File: src/rtl/core/mcct_pkg.sv
// ----------------------------------------------------------------------------
// mcct_pkg
// Shared constants and types of the minimum coin change table.
// ----------------------------------------------------------------------------
`default_nettype none

package mcct_pkg;

   // Largest amount the table covers; the table has one entry per amount.
   localparam int MAX_AMOUNT  = 1023;
   localparam int TABLE_DEPTH = MAX_AMOUNT + 1;
   localparam int ADDR_W      = $clog2(TABLE_DEPTH);

   // Field widths fixed by the interface.
   localparam int AMT_W = 10;
   localparam int CNT_W = 11;

   // Table value that marks an amount as not yet reachable.
   localparam logic [CNT_W-1:0] UNREACHABLE = {CNT_W{1'b1}};

   // Depth of the queue between the front and the back.
   localparam int QUEUE_DEPTH = 2;
   localparam int QPTR_W      = $clog2(QUEUE_DEPTH);
   localparam int QCNT_W      = $clog2(QUEUE_DEPTH + 1);

   // One classified coin as it travels from the front to the back.
   typedef struct packed {
      logic [AMT_W-1:0] coin;
      logic [AMT_W-1:0] target;
      logic             active;
      logic             last;
   } coin_job_type;

   // Status that the back reports to the front.
   typedef struct packed {
      logic clearing;
   } back_status_type;

endpackage

`default_nettype wire

File: src/rtl/core/mcct_front.sv
// ----------------------------------------------------------------------------
// mcct_front
// Accepts coins, holds the target register, classifies each coin against
// the target in force and queues it for the back.
// ----------------------------------------------------------------------------
`default_nettype none

module mcct_front (
   input  wire logic                           clock,
   input  wire logic                           reset,
   input  wire logic                           req_valid,
   output logic                                req_stall,
   input  wire logic [mcct_pkg::AMT_W-1:0]     req_coin_value,
   input  wire logic                           req_last_coin,
   input  wire logic                           csr_valid,
   output logic                                csr_ready,
   input  wire logic [mcct_pkg::AMT_W-1:0]     csr_target_amount,
   input  wire mcct_pkg::back_status_type      back_status,
   output logic                                job_valid,
   output mcct_pkg::coin_job_type              job,
   input  wire logic                           job_pop
);

   logic [mcct_pkg::AMT_W-1:0]  target_ff;
   logic [mcct_pkg::AMT_W-1:0]  eff_target;
   mcct_pkg::coin_job_type      job_in;
   mcct_pkg::coin_job_type      queue_ff [mcct_pkg::QUEUE_DEPTH];
   logic [mcct_pkg::QPTR_W-1:0] wr_ptr_ff;
   logic [mcct_pkg::QPTR_W-1:0] rd_ptr_ff;
   logic [mcct_pkg::QCNT_W-1:0] count_ff;
   logic [mcct_pkg::QCNT_W-1:0] count_in;
   logic                        push;
   logic                        pop;

   assign csr_ready = 1'b1;

   always_ff @(posedge clock) begin
      if (reset) begin
         target_ff <= '0;
      end else if (csr_valid) begin
         target_ff <= csr_target_amount;
      end
   end

   // Targets beyond the table saturate to its last entry.
   always_comb begin
      if (target_ff > mcct_pkg::AMT_W'(mcct_pkg::MAX_AMOUNT)) begin
         eff_target = mcct_pkg::AMT_W'(mcct_pkg::MAX_AMOUNT);
      end else begin
         eff_target = target_ff;
      end
      job_in.coin   = req_coin_value;
      job_in.target = eff_target;
      job_in.active = (req_coin_value != '0) && (req_coin_value <= eff_target);
      job_in.last   = req_last_coin;
   end

   assign req_stall = (count_ff == mcct_pkg::QCNT_W'(mcct_pkg::QUEUE_DEPTH))
                      || back_status.clearing;
   assign push      = req_valid && !req_stall;
   assign pop       = job_pop && job_valid;
   assign job_valid = (count_ff != '0);
   assign job       = queue_ff[rd_ptr_ff];

   always_comb begin
      count_in = count_ff;
      if (push && !pop) begin
         count_in = count_ff + 1'b1;
      end else if (pop && !push) begin
         count_in = count_ff - 1'b1;
      end
   end

   always_ff @(posedge clock) begin
      if (reset) begin
         wr_ptr_ff <= '0;
         rd_ptr_ff <= '0;
         count_ff  <= '0;
      end else begin
         count_ff <= count_in;
         if (push) begin
            wr_ptr_ff <= wr_ptr_ff + 1'b1;
         end
         if (pop) begin
            rd_ptr_ff <= rd_ptr_ff + 1'b1;
         end
      end
   end

   always_ff @(posedge clock) begin
      if (push) begin
         queue_ff[wr_ptr_ff] <= job_in;
      end
   end

endmodule

`default_nettype wire

File: config.mk
export PLATFORM = sky130hd
export DESIGN_NAME = mcct_front
export DESIGN_NICKNAME = d
export VERILOG_FILES = /design/src/rtl/core/mcct_pkg.sv /design/src/rtl/core/mcct_front.sv
export SDC_FILE = /design/constraint.sdc
export NUM_CORES = 1
export LEC_CHECK = 0
export ABC_CLOCK_PERIOD_IN_PS = 4150
export BUFFER_PORTS_ARGS = -buffer_cell sky130_fd_sc_hd__buf_2
export CORE_MARGIN = 3
export CORE_UTILIZATION = 40
export CTS_CLUSTER_DIAMETER = 50
export DETAILED_ROUTE_END_ITERATION = 10
export GPL_ROUTABILITY_DRIVEN = 0
export GPL_TIMING_DRIVEN = 0
export PLACE_DENSITY = 0.69
export RECOVER_POWER = 100
export SETUP_SLACK_MARGIN = 0.02
export SYNTH_ARGS = -nofsm -noshare
export SYNTH_HDL_FRONTEND = slang
export SYNTH_SLANG_ARGS = --single-unit
File: constraint.sdc
create_clock -name clock -period 4.15 [get_ports clock]
set_input_delay 0.415 -clock clock [delete_from_list [all_inputs] [get_ports clock]]
set_output_delay 0.415 -clock clock [all_outputs]
set_load 0.005 [all_outputs]
Word-level counts from Yosys, hierarchy flattened
Memory sizes are Yosys's and may differ from the RTL's. A register that Yosys moved wholly into a read port is not among the register bits.
Index checks and enable logic that the tools add are counted.
- register bits: 14
- latch bits: 0
- memory bits (writable): 44
- bits in read-only memories: 0
- bits of input ports: 27
- output and inout bits: 25
- word-level logic and storage cells: 31
- memories kept: 1
- memories (memory ; words ; bits a word ; read ports ; clocked after memory_dff ; write ports ; RTL line ; RTL):
    queue_ff ; 2 ; 22 ; 1 ; 1 ; 1 ; mcct_front.sv:27 ; mcct_pkg::coin_job_type queue_ff [mcct_pkg::QUEUE_DEPTH];
- add/subtract/negate cells: 4
- $mul: 0
- div/mod/pow operators: 0
- order comparisons: 2
- equality and inequality tests: 1
- shifts and indexed selects: 0
- mux-type cells: 7
- bitwise logic cells: 0
- reductions and logical operators: 12
- operators by type and width (cell ; number):
    10-bit greater-than comparator, second input constant ; 1
    10-bit less-or-equal comparator ; 1
    10-bit two-way mux ; 1
    10-bit nonzero test ; 1
    1-bit logical AND ; 5
    1-bit two-way mux ; 4
    2-bit two-way mux ; 2
    2-bit nonzero test ; 2
    1-bit zero test ; 3
    1-bit adder, second input constant ; 2
    2-bit by 1-bit adder with 2-bit output, second input constant ; 1
    2-bit == test, second input constant ; 1
    2-bit by 1-bit subtractor with 2-bit output, second input constant ; 1
    1-bit logical OR ; 1

Longest topological paths before layout
Gate-level depths: netlist (run 1).
- word-level depth: 8
- depth in mapped cells: 6
- mapped depth without buffers: 6

Least setup slack after synthesis (run 1)
Ideal clock, no wire load.
- path kind: reg2reg
- from: register count_ff[0] (netlist name)
- to: memory queue_ff[0][0] (netlist name), enable pin
- library setup time: 429 ps
- arrival time: 2200 ps
- required time: 3721 ps
- slack: 1521 ps
- stages on the path, launching flop included: 5
- path buffers: 0
- period minus slack after synthesis: 2629 ps
- cell sequence: dfxtp_1 > inv_1 > a21oi_1 > inv_1 > nor3_1
- cells in the longest elaborated chain, start to end: 6
- ends and longest elaborated chain (what ; RTL line ; RTL):
    from (decl) ; mcct_front.sv:30 ; logic [mcct_pkg::QCNT_W-1:0] count_ff;
    from (signal assigned) ; mcct_front.sv:80 ; count_ff <= count_in;
    2-bit == test ; mcct_front.sv:58 ; assign req_stall = (count_ff == mcct_pkg::QCNT_W'(mcct_pkg::QUEUE_DEPTH))
    1-bit logical OR ; mcct_front.sv:59 ; || back_status.clearing;
    net req_stall ; mcct_front.sv:12 ; output logic req_stall,
    1-bit zero test ; mcct_front.sv:60 ; assign push = req_valid && !req_stall;
    1-bit logical AND ; mcct_front.sv:60 ;
    1-bit two-way mux ; mcct_front.sv:91 ; if (push) begin
    1-bit two-way mux (not written as such) ; mcct_front.sv:92 ; queue_ff[wr_ptr_ff] <= job_in;
    to (decl) ; mcct_front.sv:27 ;
The timed path passes the listed nets, and every way through them passes these cells.

Worst setup path after layout (run 1)
- from: register count_ff[0] (netlist name)
- to: memory queue_ff[0][18] (netlist name), enable pin
- cells in the longest elaborated chain, start to end: 6
- ends and longest elaborated chain (what ; RTL line):
    2-bit == test ; mcct_front.sv:58
    1-bit logical OR ; mcct_front.sv:59
    1-bit zero test ; mcct_front.sv:60
    1-bit logical AND ; mcct_front.sv:60
    1-bit two-way mux ; mcct_front.sv:91
    1-bit two-way mux (not written as such) ; mcct_front.sv:92
Every way passes these cells.

==> results of run 1 <==
cells in the final DEF (no fill, tap or decap), drive strengths merged:
master and instances:
a211oi 1, a21o 2, a21oi 5, a311oi 1, and2 1, buf 31
bufinv 2, clkbuf 46, clkinv 2, conb 1, dfxtp 15, edfxtp 44
ha 11, inv 13, mux2 22, mux2i 10, nand2 2, nand3 2
nand4 2, nor2 14, nor2b 1, nor3 3, nor4 1, o21ai 1
o21bai 1, or2 1, or3 1, or4 2, xnor2 1, xor2 3
where the power goes:
part           total (mW)  switching [mW]  leakage, nW  internal, mW
registers           0.731          0.0303        0.532         0.701
clock network       0.605           0.216        0.121         0.389
logic               0.332           0.165        0.514         0.167
total                1.67           0.411         1.17          1.26
cells by family after synthesis:
logic type / Yosys count / share of synthesized area
AO/OA/AOI/OAI: 11 / 0.0327
other: 1 / 0.00151
adder cells (fa/ha/maj): 11 / 0.0553
buffers and inverters: 28 / 0.0452
flip-flops: 59 / 0.651
XOR/XNOR: 4 / 0.0141
AND/OR/NAND/NOR: 30 / 0.0603
multiplexers: 32 / 0.140
through the flow:
| stage | power (mW) | std cells |
|---|---|---|
| finish | 1.67 | 317 |
| global route | 1.76 | 317 |
| CTS | 1.71 | 317 |
| detailed placement | 1.10 | 301 |
| global placement | 1.09 | 300 |
| floorplan | 0.965 | 176 |
sequential cells by signal, summed over array words and instances, names as in the netlist, named ones only:
name       cells
queue_ff      44
target_ff     10
count_ff       2
rd_ptr_ff      1
wr_ptr_ff      1
area by class of cell:
type,instances,area [um2]
Tap cell,75,93.8
Fill cell,548,2960
Timing Repair Buffer,50,225
Sequential cell,59,1620
Inverter,13,48.8
Clock buffer,12,166
Buffer,15,60.1
Clock inverter,4,70.1
Multi-Input combinational cell,89,743
routing by layer:
layer  share of wire  vias to the layer above  track usage  routed length, um
met2            0.47                       46        0.216               2110
met4           0.013                        0       0.0547                 59
met5               0                        -            0                  0
met3           0.061                        8       0.0544                273
met1            0.46                      708        0.164               2060
li1                -                      748            -                  -
how the worst max path moves through the flow:
stage | end | startpoint
4_1_cts | queue_ff[1][10] | count_ff[0]
5_1_grt | queue_ff[0][18] | count_ff[0]
6_report | queue_ff[0][18] | count_ff[0]
3_3_place_gp | queue_ff[0][0] | back_status
2_1_floorplan | queue_ff[0][0] | count_ff[0]
3_5_place_dp | queue_ff[1][0] | back_status
==> results.md, run 1 <==
- Setup crit end kind: flip-flop
- Clock buffer count from CTS: 9
- Buffers on Ports: 49
- Reg2reg setup slack: 1.21 ns
- Share of cells above drive strength 1: 0.285
- DRC viols: 0
- Max transition margin: -0.0944
- Ys async rst share: 0
- Vias in the first global route: 1,539
- Post-route cell area: 3030 um2
- Worst skew pair latency: 0.33 ns
- DR vias: 1,510
- Post-synthesis sequential area ratio: 0.651
- Final wirelength: 4500 um
- First-pass GRT wire length: 7300 um
- Post-CTS sizing: 0
- Die span in x: 84.9 um
- Clock buffer depth: 2
- Slew Limit Fails: 35
- CTS clk-pin slew, worst paths: 0.07 ns
- Final Util: 0.506
- Syn-to-layout area delta: 21.7%
- Final Critical Period: 2.94 ns
- Initial DRT Pass Iterations: 4
- Crit Path Class: reg2reg
- Pin count of the biggest net entering global routing: 23
- Overall global routing resource usage: 0.135
- CTS tree: built
- WL/cell: 14.2 um
- Die area: 7210 um2
- Worst-path cell chain: inv_1 -> a21oi_1 -> inv_1 -> nor3_1 -> clkbuf_1
- Synth area leader: edfxtp_1
- # clock sinks: 59
- Synth cell count leaders: edfxtp_1, mux2_2, dfxtp_1
- Cell repeated most along the worst path: inv_1
- Mapped Cells: 176
- Worst Path Buf+Inv: 3
- Power per cell area: 551 nW/um2
- Clk root buf: clkbuf_8
- DRT iter0 DRCs: 70
- Final worst slack: 1.21 ns
- Count of final setup violators: 0
- Final period utilization: 0.709
- Clk_skew: 0.00700 ns
- Worst setup SP type: flip-flop
- Antenna diodes: 0
- Leakage: 1.17 nW
- Hold Path Class: in2reg
- Post-DP HPWL: 3310 um
- Antenna-violating nets left: 0
- Critical Path Max Stage Delay: 1.22 ns
- CP max-delay cell: nor3_1
- Post-DR vias/cell: 4.76
- R2r endpoint: queue_ff[0][18]
- Post-synth EDFFs: 44
- Post-Place Worst Slack: 2.04 ns
- Crit path DAT: 2.90 ns
- Initial antenna violation count: 0
- Placed Instance Area: 2850 um2
- Top-area cell type share of the netlist area: 0.531
- Worst Hold Launch: req_last_coin
- Worst hold path cell count: 1
- Die height: 84.9 um
- Hold-fix buffers, CTS: 0
- RSZ-0062 raised after global routing: no
- Cell Area, Synth: 2490 um2
- Failing checks: capacitance limit, slew limit
- Starting Density: 0.416
- Synth warn: 0
- Achievable Freq: 340 MHz
- Status: finished with violations
- Final TNS setup: 0 ns
- Synth area leaders: edfxtp_1, dfxtp_1, mux2_2
- Max-Cap Viols: 2
- Ports: 52
- Post-synthesis cell type count: 29
- WP data required: 4.11 ns
- Num rows: 28
- Synth Register Bits: 59
- GRT overflow: 0
- Slew @ Worst Pin: 1.63 ns
- Core Box Area: 5990 um2
- FF-to-FF Start: count_ff[0]
- Net count, final: 275
- Final hold slack: 0.273 ns
- Max VDD drop: 0.249 mV
- H-tree Lvls: 3
- Avg Synthesized Cell Area: 14.1 um2
- Crit. path cell count: 5
- Post-CTS setup buffers: 0
- FF-to-FF path depth: 5
- Worst Path Max Fanout: 12
- Most common flop cell mapped by yosys: edfxtp_1
- Post-Synthesis Net Count: 214
- Top-count cell post-synth: edfxtp_1
- Crit-path leading delay family: simple AND/OR/NAND/NOR gates
- Hold Violations, Final: 0
- Hold Crit Endpoint: queue_ff[1][0]
Note: power is estimated with default switching activity, not from simulation.
==> run 2, diff against run 1 <==
--- a/config.mk
+++ b/config.mk
@@ -5,7 +5,7 @@
 export SDC_FILE = /design/constraint.sdc
 export NUM_CORES = 1
 export LEC_CHECK = 0
-export ABC_CLOCK_PERIOD_IN_PS = 4150
+export ABC_CLOCK_PERIOD_IN_PS = 2800
 export BUFFER_PORTS_ARGS = -buffer_cell sky130_fd_sc_hd__buf_2
 export CORE_MARGIN = 3
 export CORE_UTILIZATION = 40
==> constraint.sdc (replaced) <==
create_clock -name clock -period 2.8 [get_ports clock]
set_input_delay 0.28 -clock clock [delete_from_list [all_inputs] [get_ports clock]]
set_output_delay 0.28 -clock clock [all_outputs]
set_load 0.005 [all_outputs]
==> results.md, run 2 (synthesis gave the netlist of run 1 again) <==
- Status: finished, final reports clean
- R2r endpoint: queue_ff[1][18]
- CTS clk-pin slew, worst paths: 0.06 ns (about the same)
- Share of cells above drive strength 1: 0.293 (+0.00826)
- Placed Instance Area: 2850 um2 (unchanged)
- Final TNS setup: 0 ns (unchanged)
- Setup crit end kind: flip-flop
- Num rows: 28 (unchanged)
- WL/cell: 14.2 um (+0.13%)
- Die span in x: 84.9 um (unchanged)
- Fillers: 546 (-0.36%)
- Crit Path Class: reg2reg
- Antenna-violating nets left: 0 (unchanged)
- Die height: 84.9 um (unchanged)
- Reg2reg setup slack: 0.55 ns (-0.66 ns)
- DRC viols: 0 (unchanged)
- Clock power frac: 0.361 (-0.002)
- Hold Path Class: in2reg
- Core Box Area: 5990 um2 (unchanged)
- P_sw: 0.609 mW (+48%)
- Most common cell after layout, fill and taps aside: edfxtp_1
- Cell-internal power: 1.87 mW (+48%)
- Post-route cell area: 3040 um2 (+0.41%)
- RSZ-0062 raised after global routing: no
- Vias in the first global route: 1,539 (unchanged)
- Final period utilization: 0.803 (+0.0941)
- Power per cell area: 813 nW/um2 (+48%)
- Worst-path cell chain: inv_1 -> a211oi_1 -> and2_1
- Initial DRT Pass Iterations: 4 (unchanged)
- Buffers on Ports: 49 (unchanged)
- Post-DR vias/cell: 4.74 (-0.40%)
- Die area: 7210 um2 (unchanged)
- # clock sinks: 59 (unchanged)
- Starting Density: 0.416 (unchanged)
- First-pass GRT wire length: 7300 um (unchanged)
- Hold-fix buffers, CTS: 0 (unchanged)
- WP data required: 2.74 ns (-1.37 ns)
- Overall global routing resource usage: 0.135 (unchanged)
- Count of final setup violators: 0 (unchanged)
- CP max-delay cell: and2_1
- Final wirelength: 4510 um (+0.13%)
- Worst skew pair latency: 0.33 ns (about the same)
- H-tree Lvls: 3 (unchanged)
- Max-Cap Viols: 0 (-2)
- Crit path from: count_ff[0]
- Syn-to-layout area delta: 22.2%
- Slew Limit Fails: 0 (-100%)
- GRT overflow: 0 (unchanged)
- DR vias: 1,504 (-0.40%)
- Worst hold path cell count: 1 (unchanged)
- Post-CTS sizing: 0 (unchanged)
- Net count, final: 275 (unchanged)
- FF-to-FF Start: count_ff[0]
- Crit path DAT: 2.19 ns (-0.71 ns)
- Clock buffer depth: 2 (unchanged)
- Crit-path leading delay family: simple AND/OR/NAND/NOR gates
- Hold Violations, Final: 0 (unchanged)
- Comb power frac: 0.202 (+0.003)
- Slew @ Worst Pin: 1.09 ns (-0.539 ns)
- Biggest register: queue_ff
- Antenna diodes: 0 (unchanged)
- Leakage: 1.17 nW (+0.65%)
- Net Sw Frac: 0.246 (-0.000529)
- Clk root buf: clkbuf_8
- Worst Path Max Fanout: 22 (+10)
- Number of flip-flops in the largest register: 44 (unchanged)
- Final hold slack: 0.141 ns (-0.132 ns)
- Final Critical Period: 2.25 ns (-0.694 ns)
- Worst setup SP type: flip-flop
- Clock buffer count from CTS: 9 (unchanged)
- Clk_skew: 0.00710 ns (+0.000101 ns)
- Post-DP HPWL: 3310 um (unchanged)
- DRT iter0 DRCs: 65 (-7.1%)
- Hold Crit Endpoint: queue_ff[1][0]
- FF-to-FF path depth: 3 (-2)
- Largest regs: queue_ff (44), target_ff (10), count_ff (2)
- Seq pwr share: 0.438 (about the same)
- Worst Hold Launch: req_last_coin
- Pin count of the biggest net entering global routing: 23 (unchanged)
- Max VDD drop: 0.363 mV (+46%)
- Critical Path Max Stage Delay: 0.93 ns (-0.29 ns)
- Achievable Freq: 444 MHz (+31%)
- Commonest cells after routing, fill and taps aside: edfxtp_1, clkbuf_1, buf_2
- Post-CTS setup buffers: 0 (unchanged)
- Final Util: 0.508 (+0.00209)
- CTS tree: built
- Max transition margin: 0.273 (+0.368)
- Initial antenna violation count: 0 (unchanged)
- Worst Path Buf+Inv: 1 (-2)
- Tot Pwr: 2.47 mW (+48%)
- Ports: 52 (unchanged)
-- run 2: power groups by stage --
stage / combinational (mW) / sequential [mW] / clock, mW
after floorplan: 0.339 / 1.09 / 0
after global placement: 0.515 / 1.10 / 0
after detailed placement: 0.532 / 1.11 / 0
after CTS: 0.534 / 1.09 / 0.911
after global routing: 0.557 / 1.09 / 0.958
final: 0.499 / 1.08 / 0.892
-- run 2: per-stage QoR --
| step | std cells | setup slack, ns |
|---|---|---|
| floorplan | 176 | 0.171 |
| global placement | 300 | -0.720 |
| detailed placement | 301 | 0.704 |
| CTS | 317 | 0.695 |
| global route | 317 | 0.369 |
| finish | 317 | 0.550 |
-- run 2: metal layers --
layer | vias up | part of all wire | GRT usage
met4 | 0 | 0.0069 | 0.0547
met5 | - | 0 | 0
met1 | 709 | 0.46 | 0.164
li1 | 751 | - | -
met2 | 40 | 0.47 | 0.216
met3 | 4 | 0.059 | 0.0544
-- run 2: cell type report --
class / instances / area [um2] / share of cell area
repair buffers: 50 / 231 / 0.0761
clock inverters: 4 / 70.1 / 0.0230
well taps: 75 / 93.8 / 0.0309
multi-input cells: 89 / 748 / 0.246
flip-flops and latches: 59 / 1620 / 0.533
inverters: 13 / 48.8 / 0.0160
plain buffers: 15 / 61.3 / 0.0202
clock buffers: 12 / 166 / 0.0547
-- run 2: how the worst max path moves through the flow --
stage / slack [ns] / cells past startpoint / end
3_3_place_gp: -0.72 / 4 / queue_ff[0][0]
2_1_floorplan: 0.17 / 4 / queue_ff[0][0]
4_1_cts: 0.70 / 3 / queue_ff[1][10]
5_1_grt: 0.37 / 3 / queue_ff[1][18]
3_5_place_dp: 0.70 / 3 / queue_ff[1][0]
6_report: 0.55 / 3 / queue_ff[1][18]
==> run 3, diff against run 2 <==
--- a/config.mk
+++ b/config.mk
@@ -5,7 +5,7 @@
 export SDC_FILE = /design/constraint.sdc
 export NUM_CORES = 1
 export LEC_CHECK = 0
-export ABC_CLOCK_PERIOD_IN_PS = 2800
+export ABC_CLOCK_PERIOD_IN_PS = 2300
 export BUFFER_PORTS_ARGS = -buffer_cell sky130_fd_sc_hd__buf_2
 export CORE_MARGIN = 3
 export CORE_UTILIZATION = 40
==> constraint.sdc (replaced) <==
create_clock -name clock -period 2.3 [get_ports clock]
set_input_delay 0.23 -clock clock [delete_from_list [all_inputs] [get_ports clock]]
set_output_delay 0.23 -clock clock [all_outputs]
set_load 0.005 [all_outputs]
==> results.md, run 3 (synthesis gave the netlist of run 1 again) <==
- Status: finished, final reports clean
- Final Util: 0.504 (-0.00355)
- Worst Path Buf+Inv: 1 (unchanged)
- H-tree Lvls: 3 (unchanged)
- Die span in x: 84.9 um (unchanged)
- Hold Violations, Final: 0 (unchanged)
- WP data required: 2.24 ns (-0.50 ns)
- Num rows: 28 (unchanged)
- Syn-to-layout area delta: 21.3%
- Hold Path Class: in2reg
- First-pass GRT wire length: 7480 um (+2.5%)
- Tot Pwr: 2.84 mW (+15%)
- Slew Limit Fails: 0 (unchanged)
- Leakage: 1.15 nW (-1.8%)
- Max-Cap Viols: 0 (unchanged)
- Post-CTS setup buffers: 0 (unchanged)
- Worst setup SP type: flip-flop
- WL/cell: 14.0 um (-1.6%)
- Core Box Area: 5990 um2 (unchanged)
- Die height: 84.9 um (unchanged)
- Met3 wire len: 301 um (+14%)
- DRC viols: 0 (unchanged)
- Setup crit end kind: flip-flop
- Final wirelength: 4430 um (-1.6%)
- Achievable Freq: 494 MHz (+11%)
- Routed met1 length: 1870 um (-9.7%)
- Vias in the first global route: 1,553 (+0.91%)
- Crit path DAT: 1.97 ns (-0.22 ns)
- Critical Path Max Stage Delay: 0.85 ns (-0.08 ns)
- Overall global routing resource usage: 0.136 (+0.000976)
- Final Non-Filler Cells: 317 (unchanged)
- Die area: 7210 um2 (unchanged)
- FF-to-FF Start: count_ff[0]
- DRT iter0 DRCs: 55 (-15%)
- Initial antenna violation count: 0 (unchanged)
- Crit path from: count_ff[0]
- GRT overflow: 0 (unchanged)
- Crit-path leading delay family: simple AND/OR/NAND/NOR gates
- Initial DRT Pass Iterations: 4 (unchanged)
- Final Critical Period: 2.02 ns (-0.227 ns)
- Worst-path cell chain: inv_1 -> a211oi_4 -> and2_1
- Net count, final: 275 (unchanged)
- Number of flip-flops in the largest register: 44 (unchanged)
- Post-DP HPWL: 3260 um (-1.4%)
- Max VDD drop: 0.529 mV (+46%)
- Buffers on Ports: 49 (unchanged)
- Most common cell after layout, fill and taps aside: edfxtp_1
- Max transition margin: 0.314 (+0.0403)
- # clock sinks: 59 (unchanged)
- Placed cell count: 301 (unchanged)
- Count of final setup violators: 0 (unchanged)
- Antenna-violating nets left: 0 (unchanged)
- Commonest cells after routing, fill and taps aside: edfxtp_1, clkbuf_1, buf_2
- CP max-delay cell: and2_1
- Antenna diodes: 0 (unchanged)
- Clk_skew: 0.00638 ns (-0.000720 ns)
- Post-CTS sizing: 0 (unchanged)
- Ports: 52 (unchanged)
- RSZ-0062 raised after global routing: no
- Worst Hold Launch: req_last_coin
- Largest regs: queue_ff (44), target_ff (10), count_ff (2)
- Final period utilization: 0.880 (+0.0762)
- DR WL met2: 2170 um (+1.7%)
- DR vias: 1,491 (-0.86%)
- Crit Path Class: reg2reg
- Worst skew pair latency: 0.32 ns (about the same)
- DR top layer: met4
- Slew @ Worst Pin: 1.03 ns (-0.0604 ns)
- Starting Density: 0.416 (unchanged)
- Pin count of the biggest net entering global routing: 23 (unchanged)
- Clk root buf: clkbuf_8
- Hold-fix buffers, CTS: 0 (unchanged)
- Post-DR vias/cell: 4.70 (-0.86%)
- CTS clk-pin slew, worst paths: 0.06 ns (about the same)
- Power per cell area: 940 nW/um2 (+16%)
- Clock buffer count from CTS: 9 (unchanged)
- Reg2reg setup slack: 0.28 ns (-0.27 ns)
- Clock buffer depth: 2 (unchanged)
- Biggest register: queue_ff
- CTS tree: built
- Worst Path Max Fanout: 22 (unchanged)
- Share of cells above drive strength 1: 0.285 (-0.00826)
## run 3: path summary, 6_finish.rpt
path | endpoint | cells past startpoint
max | queue_ff[1][8] | 3
min | queue_ff[1][0] | 1
max reg2reg | queue_ff[1][8] | 3
min reg2reg | target_ff[0] | 2
## run 3: per-stage QoR
stage / instance area (um2) / setup slack, ns / setup TNS [ns] / hold WS [ns]
after floorplan: 2490 / 0.348 / 0 / 0.299
after global placement: 2830 / -0.222 / -4.87 / 0.431
after detailed placement: 2870 / 0.207 / 0 / 0.430
after CTS: 3060 / 0.204 / 0 / 0.0819
after global routing: 3020 / 0.0962 / 0 / 0.118
final: 3020 / 0.277 / 0 / 0.112
## run 3: layout make-up
cell class,count,area (um2)
Timing Repair Buffer,50,246
Buffer,15,61.3
Clock inverter,2,35.0
Clock buffer,14,153
Sequential cell,59,1620
Fill cell,551,2970
Tap cell,75,93.8
Inverter,13,48.8
Multi-Input combinational cell,89,761
## run 3: power by group
group	switching [mW]	internal [mW]
registers	0.0561	1.26
clock network	0.357	0.530
logic	0.311	0.323
total	0.724	2.12
## run 3: per-layer routing
metal / track usage / vias up
met5: 0 / -
met4: 0.0734 / 0
met3: 0.0476 / 10
met2: 0.220 / 37
met1: 0.160 / 692
li1: - / 752
